<file path="src/design/pwc_pkg.sv">
// Shared types and constants for the page erase wear counter.
`timescale 1ns / 1ps
package pwc_pkg;

  localparam int PAGES_DEF     = 64;
  localparam int TALLY_LEN_DEF = 7;
  localparam int COUNT_W       = 16;
  localparam int PAGE_FIELD_W  = 6;
  // tally (<= 255) plus at most two increments
  localparam int ADDEND_W      = 9;

  localparam logic [COUNT_W-1:0] BASE_ERASED = 16'hFFFF;
  localparam logic [COUNT_W-1:0] COUNT_ZERO  = 16'h0000;

  typedef enum logic {
    OP_RECORD = 1'b0,
    OP_READ   = 1'b1
  } pwc_op_t;

  typedef struct packed {
    pwc_op_t                 operation;
    logic [PAGE_FIELD_W-1:0] page;
  } pwc_req_t;

  typedef struct packed {
    logic [COUNT_W-1:0] page_count;
    logic               consolidated;
  } pwc_rsp_t;

endpackage

</file>
<file path="src/design/pwc_ram.sv">
// Generic simple dual-port RAM with registered read.
`timescale 1ns / 1ps
module pwc_ram #(
  parameter int WIDTH = 8,
  parameter int DEPTH = 16,
  localparam int AW = (DEPTH > 1) ? $clog2(DEPTH) : 1
) (
  input  logic             clk,
  input  logic             we,
  input  logic [AW-1:0]    waddr,
  input  logic [WIDTH-1:0] wdata,
  input  logic [AW-1:0]    raddr,
  output logic [WIDTH-1:0] rdata
);

  logic [WIDTH-1:0] mem [DEPTH];

  always_ff @(posedge clk) begin
    if (we) begin
      mem[waddr] <= wdata;
    end
    rdata <= mem[raddr];
  end

endmodule

</file>
<file path="src/design/pwc_alu.sv">
// Shared adder: base plus addend, and that sum plus one.
`timescale 1ns / 1ps
module pwc_alu import pwc_pkg::*; (
  input  logic [COUNT_W-1:0]  base,
  input  logic [ADDEND_W-1:0] addend,
  output logic [COUNT_W-1:0]  sum,
  output logic [COUNT_W-1:0]  sum_inc
);

  assign sum     = base + COUNT_W'(addend);
  assign sum_inc = sum + COUNT_W'(1);

endmodule

</file>
<file path="src/design/page_erase_wear_counter_top.sv">
// Top level of the per-page flash erase wear counter with tally marks.
//
//  channel | ports                    | handshake
//  --------+--------------------------+-------------------------------------
//  request | start, busy, in_req      | taken at edge with start && !busy
//  result  | out_valid, out_rsp       | one-cycle strobe, never held off
//
// Flow: a read or a record with room in the tally does the RAM read, then the
// update and answer in LOOK; the result strobe shows in the cycle after LOOK.
// A page beyond PAGES is answered at once with a zero count.
// A consolidating record walks the whole entry RAM through its single read
// port and single write port, busy throughout.
// Reset: synchronous, active low; clears the per-page valid bits, so every
// page reads as base 0xFFFF, tally 0 without touching the RAM.
// Stalls: the receiver cannot stall; busy only reflects the sequencer.
`timescale 1ns / 1ps
module page_erase_wear_counter_top import pwc_pkg::*; #(
  parameter int PAGES     = PAGES_DEF,
  parameter int TALLY_LEN = TALLY_LEN_DEF
) (
  input  logic     clk,
  input  logic     rst_n,
  input  logic     start,
  output logic     busy,
  input  pwc_req_t in_req,
  output logic     out_valid,
  output pwc_rsp_t out_rsp
);

  localparam int PAGE_W = (PAGES > 1) ? $clog2(PAGES) : 1;
  localparam int TW     = $clog2(TALLY_LEN + 1);
  localparam int ENT_W  = COUNT_W + TW;
  localparam logic [PAGE_W-1:0] COUNTER_PAGE = PAGE_W'(PAGES - 1);
  localparam logic [TW-1:0]     TALLY_MAX = TW'(TALLY_LEN);

  typedef enum logic [3:0] {
    ST_IDLE  = 4'b0001,
    ST_LOOK  = 4'b0010,   // RAM data for the requested page is present
    ST_FOLD  = 4'b0100,   // issuing reads across all pages
    ST_DRAIN = 4'b1000    // last write-back, answer
  } pwc_state_t;

  pwc_state_t state_r, state_nxt;

  // request capture
  pwc_op_t             op_r;
  logic [PAGE_W-1:0]   page_addr_r;

  // fold walk
  logic [PAGE_W-1:0]   idx_r, idx_nxt;
  logic                wb_v_r, wb_v_nxt;
  logic [PAGE_W-1:0]   wb_addr_r;
  logic [COUNT_W-1:0]  cap_r, cap_nxt;

  // valid bits: an entry not yet written holds erased base and no marks
  logic [PAGES-1:0]    valid_r, valid_nxt;

  logic                out_valid_r, out_valid_nxt;
  pwc_rsp_t            out_rsp_r, out_rsp_nxt;

  // RAM
  logic                ram_we;
  logic [PAGE_W-1:0]   ram_waddr, ram_raddr;
  logic [ENT_W-1:0]    ram_wdata, ram_rdata;

  // current entry as seen by LOOK or write-back
  logic [PAGE_W-1:0]   ent_addr;
  logic                ent_valid;
  logic [COUNT_W-1:0]  ent_base;
  logic [TW-1:0]       ent_tally;

  // shared adder
  logic [ADDEND_W-1:0] alu_addend;
  logic [COUNT_W-1:0]  alu_sum, alu_sum_inc;

  logic                in_fire;
  logic                in_page_ok;
  logic [PAGE_W-1:0]   in_page_addr;
  logic [ADDEND_W-1:0] wb_inc;

  assign busy      = (state_r != ST_IDLE);
  assign in_fire   = start && !busy;
  assign out_valid = out_valid_r;
  assign out_rsp   = out_rsp_r;

  assign in_page_ok   = (32'(in_req.page) < 32'(PAGES));
  assign in_page_addr = PAGE_W'(in_req.page);

  assign ent_addr  = wb_v_r ? wb_addr_r : page_addr_r;
  assign ent_valid = valid_r[ent_addr];
  assign ent_base  = ent_valid ? ram_rdata[ENT_W-1:TW] : BASE_ERASED;
  assign ent_tally = ent_valid ? ram_rdata[TW-1:0] : TW'(0);

  // the counter page and the recorded page each gain one on a fold
  assign wb_inc = ADDEND_W'(wb_addr_r == COUNTER_PAGE) + ADDEND_W'(wb_addr_r == page_addr_r);

  pwc_ram #(
    .WIDTH (ENT_W),
    .DEPTH (PAGES)
  ) u_ram (
    .clk   (clk),
    .we    (ram_we),
    .waddr (ram_waddr),
    .wdata (ram_wdata),
    .raddr (ram_raddr),
    .rdata (ram_rdata)
  );

  pwc_alu u_alu (
    .base    (ent_base),
    .addend  (alu_addend),
    .sum     (alu_sum),
    .sum_inc (alu_sum_inc)
  );

  assign ram_raddr = (state_r == ST_IDLE) ? in_page_addr : idx_r;

  always_comb begin
    state_nxt     = state_r;
    idx_nxt       = idx_r;
    wb_v_nxt      = 1'b0;
    cap_nxt       = cap_r;
    valid_nxt     = valid_r;
    out_valid_nxt = 1'b0;
    out_rsp_nxt   = out_rsp_r;
    ram_we        = 1'b0;
    ram_waddr     = ent_addr;
    ram_wdata     = {ent_base, ent_tally};
    alu_addend    = ADDEND_W'(ent_tally) + ADDEND_W'(1);

    // fold write-back: base absorbs tally (plus increments), tally cleared
    if (wb_v_r) begin
      alu_addend = ADDEND_W'(ent_tally) + wb_inc;
      ram_we     = 1'b1;
      ram_wdata  = {alu_sum, TW'(0)};
      valid_nxt[wb_addr_r] = 1'b1;
      if (wb_addr_r == page_addr_r) begin
        cap_nxt = alu_sum_inc;
      end
    end

    unique case (state_r)
      ST_IDLE: begin
        if (in_fire) begin
          if (in_page_ok) begin
            state_nxt = ST_LOOK;
          end else begin
            out_valid_nxt = 1'b1;
            out_rsp_nxt   = '{page_count: COUNT_ZERO, consolidated: 1'b0};
          end
        end
      end
      ST_LOOK: begin
        if (op_r == OP_READ) begin
          out_valid_nxt = 1'b1;
          out_rsp_nxt   = '{page_count: alu_sum, consolidated: 1'b0};
          state_nxt     = ST_IDLE;
        end else if (ent_tally < TALLY_MAX) begin
          // one more mark; answer 1 + base + new tally
          alu_addend    = ADDEND_W'(ent_tally) + ADDEND_W'(2);
          ram_we        = 1'b1;
          ram_wdata     = {ent_base, ent_tally + TW'(1)};
          valid_nxt[page_addr_r] = 1'b1;
          out_valid_nxt = 1'b1;
          out_rsp_nxt   = '{page_count: alu_sum, consolidated: 1'b0};
          state_nxt     = ST_IDLE;
        end else begin
          idx_nxt   = '0;
          state_nxt = ST_FOLD;
        end
      end
      ST_FOLD: begin
        wb_v_nxt = 1'b1;
        if (idx_r == COUNTER_PAGE) begin
          state_nxt = ST_DRAIN;
        end else begin
          idx_nxt = idx_r + PAGE_W'(1);
        end
      end
      ST_DRAIN: begin
        out_valid_nxt = 1'b1;
        out_rsp_nxt   = '{page_count: (wb_addr_r == page_addr_r) ? alu_sum_inc : cap_r,
                          consolidated: 1'b1};
        state_nxt     = ST_IDLE;
      end
      default: begin
        state_nxt = ST_IDLE;
      end
    endcase
  end

  always_ff @(posedge clk) begin
    if (!rst_n) begin
      state_r     <= ST_IDLE;
      wb_v_r      <= 1'b0;
      valid_r     <= '0;
      out_valid_r <= 1'b0;
    end else begin
      state_r     <= state_nxt;
      wb_v_r      <= wb_v_nxt;
      valid_r     <= valid_nxt;
      out_valid_r <= out_valid_nxt;
    end
  end

  always_ff @(posedge clk) begin
    if (in_fire) begin
      op_r        <= in_req.operation;
      page_addr_r <= in_page_addr;
    end
    idx_r     <= idx_nxt;
    wb_addr_r <= idx_r;
    cap_r     <= cap_nxt;
    out_rsp_r <= out_rsp_nxt;
  end

  // write-back only happens during the fold walk
  a_wb_in_fold: assert property (@(posedge clk) disable iff (!rst_n)
    wb_v_r |-> (state_r == ST_FOLD || state_r == ST_DRAIN))
    else $error("fold write-back outside fold walk");

  // RAM writes come from the LOOK update or the fold write-back
  a_we_src: assert property (@(posedge clk) disable iff (!rst_n)
    ram_we |-> (state_r == ST_LOOK || wb_v_r))
    else $error("unexpected RAM write");

  // a consolidated answer means every page has been rewritten
  a_fold_all_valid: assert property (@(posedge clk) disable iff (!rst_n)
    (out_valid_r && out_rsp_r.consolidated) |-> (&valid_r))
    else $error("fold finished with unwritten pages");

  // an accepted request either makes the block busy or answers at once
  a_accept: assert property (@(posedge clk) disable iff (!rst_n)
    in_fire |=> (busy || out_valid_r))
    else $error("request accepted but dropped");

endmodule
</file>
<file path="config.mk">
export PLATFORM = sky130hd
export DESIGN_NAME = page_erase_wear_counter_top
export DESIGN_NICKNAME = d
export VERILOG_FILES = /design/src/design/pwc_pkg.sv /design/src/design/pwc_ram.sv /design/src/design/pwc_alu.sv /design/src/design/page_erase_wear_counter_top.sv
export SDC_FILE = /design/constraint.sdc
export NUM_CORES = 2
export LEC_CHECK = 0
export BUFFER_PORTS_ARGS = -buffer_cell sky130_fd_sc_hd__buf_2
export CORE_UTILIZATION = 45
export DETAILED_ROUTE_END_ITERATION = 7
export GPL_TIMING_DRIVEN = 0
export PLACE_DENSITY_LB_ADDON = 0.3
export SLEW_MARGIN = 20
export SYNTH_ARGS = -nofsm -noshare
export SYNTH_HDL_FRONTEND = slang
export SYNTH_HIERARCHICAL = 1
export SYNTH_SLANG_ARGS = --single-unit
</file>
<file path="constraint.sdc">
create_clock -name clk -period 12.2 [get_ports clk]
set_clock_uncertainty 0.1 [all_clocks]
set_input_delay 1.22 -clock clk [delete_from_list [all_inputs] [get_ports clk]]
set_output_delay 1.22 -clock clk [all_outputs]
set_load 0.03 [all_outputs]
</file>
==> key figures <==
Global route
  – Total track usage: approximately a quarter
  – Initial antenna violation count: 4
  – Largest net degree at the start of global routing: 65
  – Total gr overflow: 0
  – Vias in the first global route: 29600
  – First-pass GRT wire length: about 210 mm

Timing
  – Peak Freq: between 100 and 150 MHz
  – Worst setup margin: roughly 3.2 ns
  – Worst Tran Pin Value: around 1.2 ns
  – Relative slew slack: 19.7%
  – Final critical-path required period: 8.99 ns
  – Final Hold Fails: 0
  – RSZ-0062 raised after global routing: false
  – WHS: roughly 0.37 ns
  – Final setup violation count: 0
  – Period utilization: 73.7%
  – Count of pins over their slew limit: 0
  – Setup TNS Final: 0 ns

Yosys
  – Mean Syn Cell Area: approximately 18 µm²
  – EDFF count, synth: approximately 1300
  – Post-synthesis cell count: 3048
  – Synth warn: 6
  – Synth async-reset ratio: 0%
  – Synth Flop Type: edfxtp_1
  – Yosys reg bits: 1357
  – Count of different cell masters after synthesis: 84
  – Sequential fraction of the synthesis area: slightly above 70%
  – Synth Cell Area: ~0.055 mm²

Routing
  – Post-DR vias/cell: 6.13
  – 1st-iter DRT viols: approximately 3900
  – WL final: roughly 140 mm
  – Routed Antenna Nets: 0
  – First drt pass iteration count: 6
  – # DRC: 0
  – Vias: roughly 31000
  – DR WL/cell: roughly 29 µm

Critical path
  – CP max FO: 17
  – Delay-heaviest family, CP: simple AND/OR/NAND/NOR gates
  – Startpoint types: flip-flop
  – Worst EP required: between 10 and 15 ns
  – Critical path endpoint category: flip-flop
  – CP bufs+invs: 5
  – Most frequent cell on the critical path: nor2_1
  – Worst path arrival time: ~9.4 ns
  – Critical Path Slowest Stage Cell: dfxtp_1
  – Crit Path Class: reg2reg
  – CP peak stage delay: around 0.89 ns
  – R2r setup slk: roughly 3.2 ns

Place
  – Placement Setup Slack: between 3 and 4 ns
  – I/O Buffers: 28
  – RD Place Congestion: about 0.94
  – Post-DP HPWL: roughly 92 mm

Cells and area
  – Most frequent cells in the layout: edfxtp_1 (1262), mux4_2 (267), a21oi_1 (156)
  – Layout cells sized above 1: 23.5%
  – Filler cells: roughly 9400
  – Synth-to-layout area growth: 14.3%
  – Most common cell after layout, fill and taps aside: edfxtp_1
  – Fin nets: 3285

Floorplan
  – Die width: 352 µm
  – I/O pins: 29
  – Core area: 0.121 mm²
  – Die height: about 350 µm
  – Cell Rows: 127
  – Area of the die: about 0.12 mm²
  – Initial Utilization: 45.6%

Clock tree
  – Worst skew pair latency: 0.77 ns
  – CTS tree: yes
  – H-tree lvl count: 4
  – Clk slew on worst S/H paths: approximately 0.060 ns
  – CTS root buffer: clkbuf_16
  – Post-CTS sizing: 0
  – Inserted Clock Buffers: around 140
  – Postcts setup bufs: 0
  – # hold bufs at CTS: 0
  – CTS sink cnt: 1357
  – Buffer depth of the longest clock path: 3

Min path
  – Hold Crit Class: reg2reg

Pwr
  – Leak: between 15 and 20 nW
  – Pwr dens: between 150 and 200 mW/mm²
  – Max VDD drop: roughly 120 µV

Job
  – Max-cap check violation count: 0

Outcome
  – Status: finished, final reports clean
-- where the power goes --
group          internal (W)  switching [W]
sequential          0.00525      0.0000113
combinational      0.000602        0.00111
clock               0.00233        0.00176
-- path summary, 6_finish.rpt --
| kind | startpoint | end | depth (start not counted) |
|---|---|---|---|
| setup / recovery | wb_v_r$_SDFF_PN0_ | out_rsp[16]$_DFFE_PP_ | 28 |
| hold / removal | idx_r[4]$_SDFFCE_PN0P_ | wb_addr_r[4]$_DFF_P_ | 0 |
| setup reg to reg | wb_v_r$_SDFF_PN0_ | out_rsp[16]$_DFFE_PP_ | 28 |
| hold reg to reg | idx_r[4]$_SDFFCE_PN0P_ | wb_addr_r[4]$_DFF_P_ | 0 |
-- state kept, by name (all words and copies together), names as in the netlist, 6 cells and up --
register / flops
page_addr_r: 6
cap_r: 16
wb_addr_r: 6
u_ram/rdata: 19
valid_r: 64
u_ram/mem: 1216
out_rsp: 17
idx_r: 6
-- cell type report --
| cell class | count | area [µm²] | area share (%) |
|---|---|---|---|
| sequential | 1357 | 39800 | 63.2 |
| timing repair buffer | 67 | 918 | 1.46 |
| inverter | 33 | 124 | 0.197 |
| clock inverter | 63 | 639 | 1.02 |
| buffer | 180 | 973 | 1.55 |
| tap | 1612 | 2020 | 3.20 |
| clock buffer | 178 | 3710 | 5.89 |
| multi-input combinational | 1482 | 14800 | 23.4 |
| antenna | 1 | 2.50 | 0.00398 |
-- synthesized netlist by cell type, types with 18 or more instances --
library cell | instances | area share [%]
nand4_1 | 74 | 0.84
dfxtp_1 | 95 | 3.5
nor2_1 | 168 | 1.1
buf_2 | 44 | 0.40
a22oi_1 | 47 | 0.64
edfxtp_1 | 1262 | 69
and3_1 | 27 | 0.31
o22ai_1 | 55 | 0.62
nor3_1 | 34 | 0.31
mux2_2 | 47 | 0.96
nand2_1 | 80 | 0.55
inv_1 | 29 | 0.20
mux2i_1 | 155 | 2.8
or2_2 | 18 | 0.20
nor2b_1 | 28 | 0.32
a21oi_1 | 158 | 1.4
nand3_1 | 23 | 0.21
mux4_2 | 267 | 11
buf_4 | 30 | 0.41
clkbuf_1 | 82 | 0.56
o21ai_0 | 49 | 0.45
a31oi_1 | 27 | 0.31
xnor2_1 | 21 | 0.33
-- layer usage --
layer / global-route usage (%) / up-vias / routed length [µm] / share of wire (%)
met5: 0 / - / 0 / 0
met4: 7.68 / 0 / 4170 / 2.9
met3: 4.63 / 250 / 14300 / 10
met2: 36.0 / 1524 / 66600 / 46
met1: 33.8 / 15900 / 58400 / 41
li1: - / 12800 / - / -
-- kinds of logic (layout without fill, tap and decap cells) --
kind of cell	after synthesis	count (layout)	synth area share, %
fa+ha+maj	15	15	0.355
mux	480	480	15.0
xor+xnor	38	38	0.639
compound gates	435	435	5.06
simple gates	509	509	4.65
flops	1357	1357	72.3
other cells	1	6	0.00681
buf+inv	213	521	1.99
-- stage by stage --
| stage | total power, W | cell area, µm² | util, % | cells |
|---|---|---|---|---|
| 2_1_floorplan | 0.00642 | 55100 | - | 3052 |
| 3_3_place_gp | 0.00701 | 57200 | 47.4 | 4692 |
| 3_5_place_dp | 0.00705 | 58600 | 48.6 | 4731 |
| 4_1_cts | 0.0111 | 62900 | 52.2 | 4972 |
| 5_1_grt | 0.0114 | 62900 | 52.2 | 4972 |
| 6_report | 0.0111 | 62900 | 52.2 | 4973 |
Power figures use the tool's default switching activity.
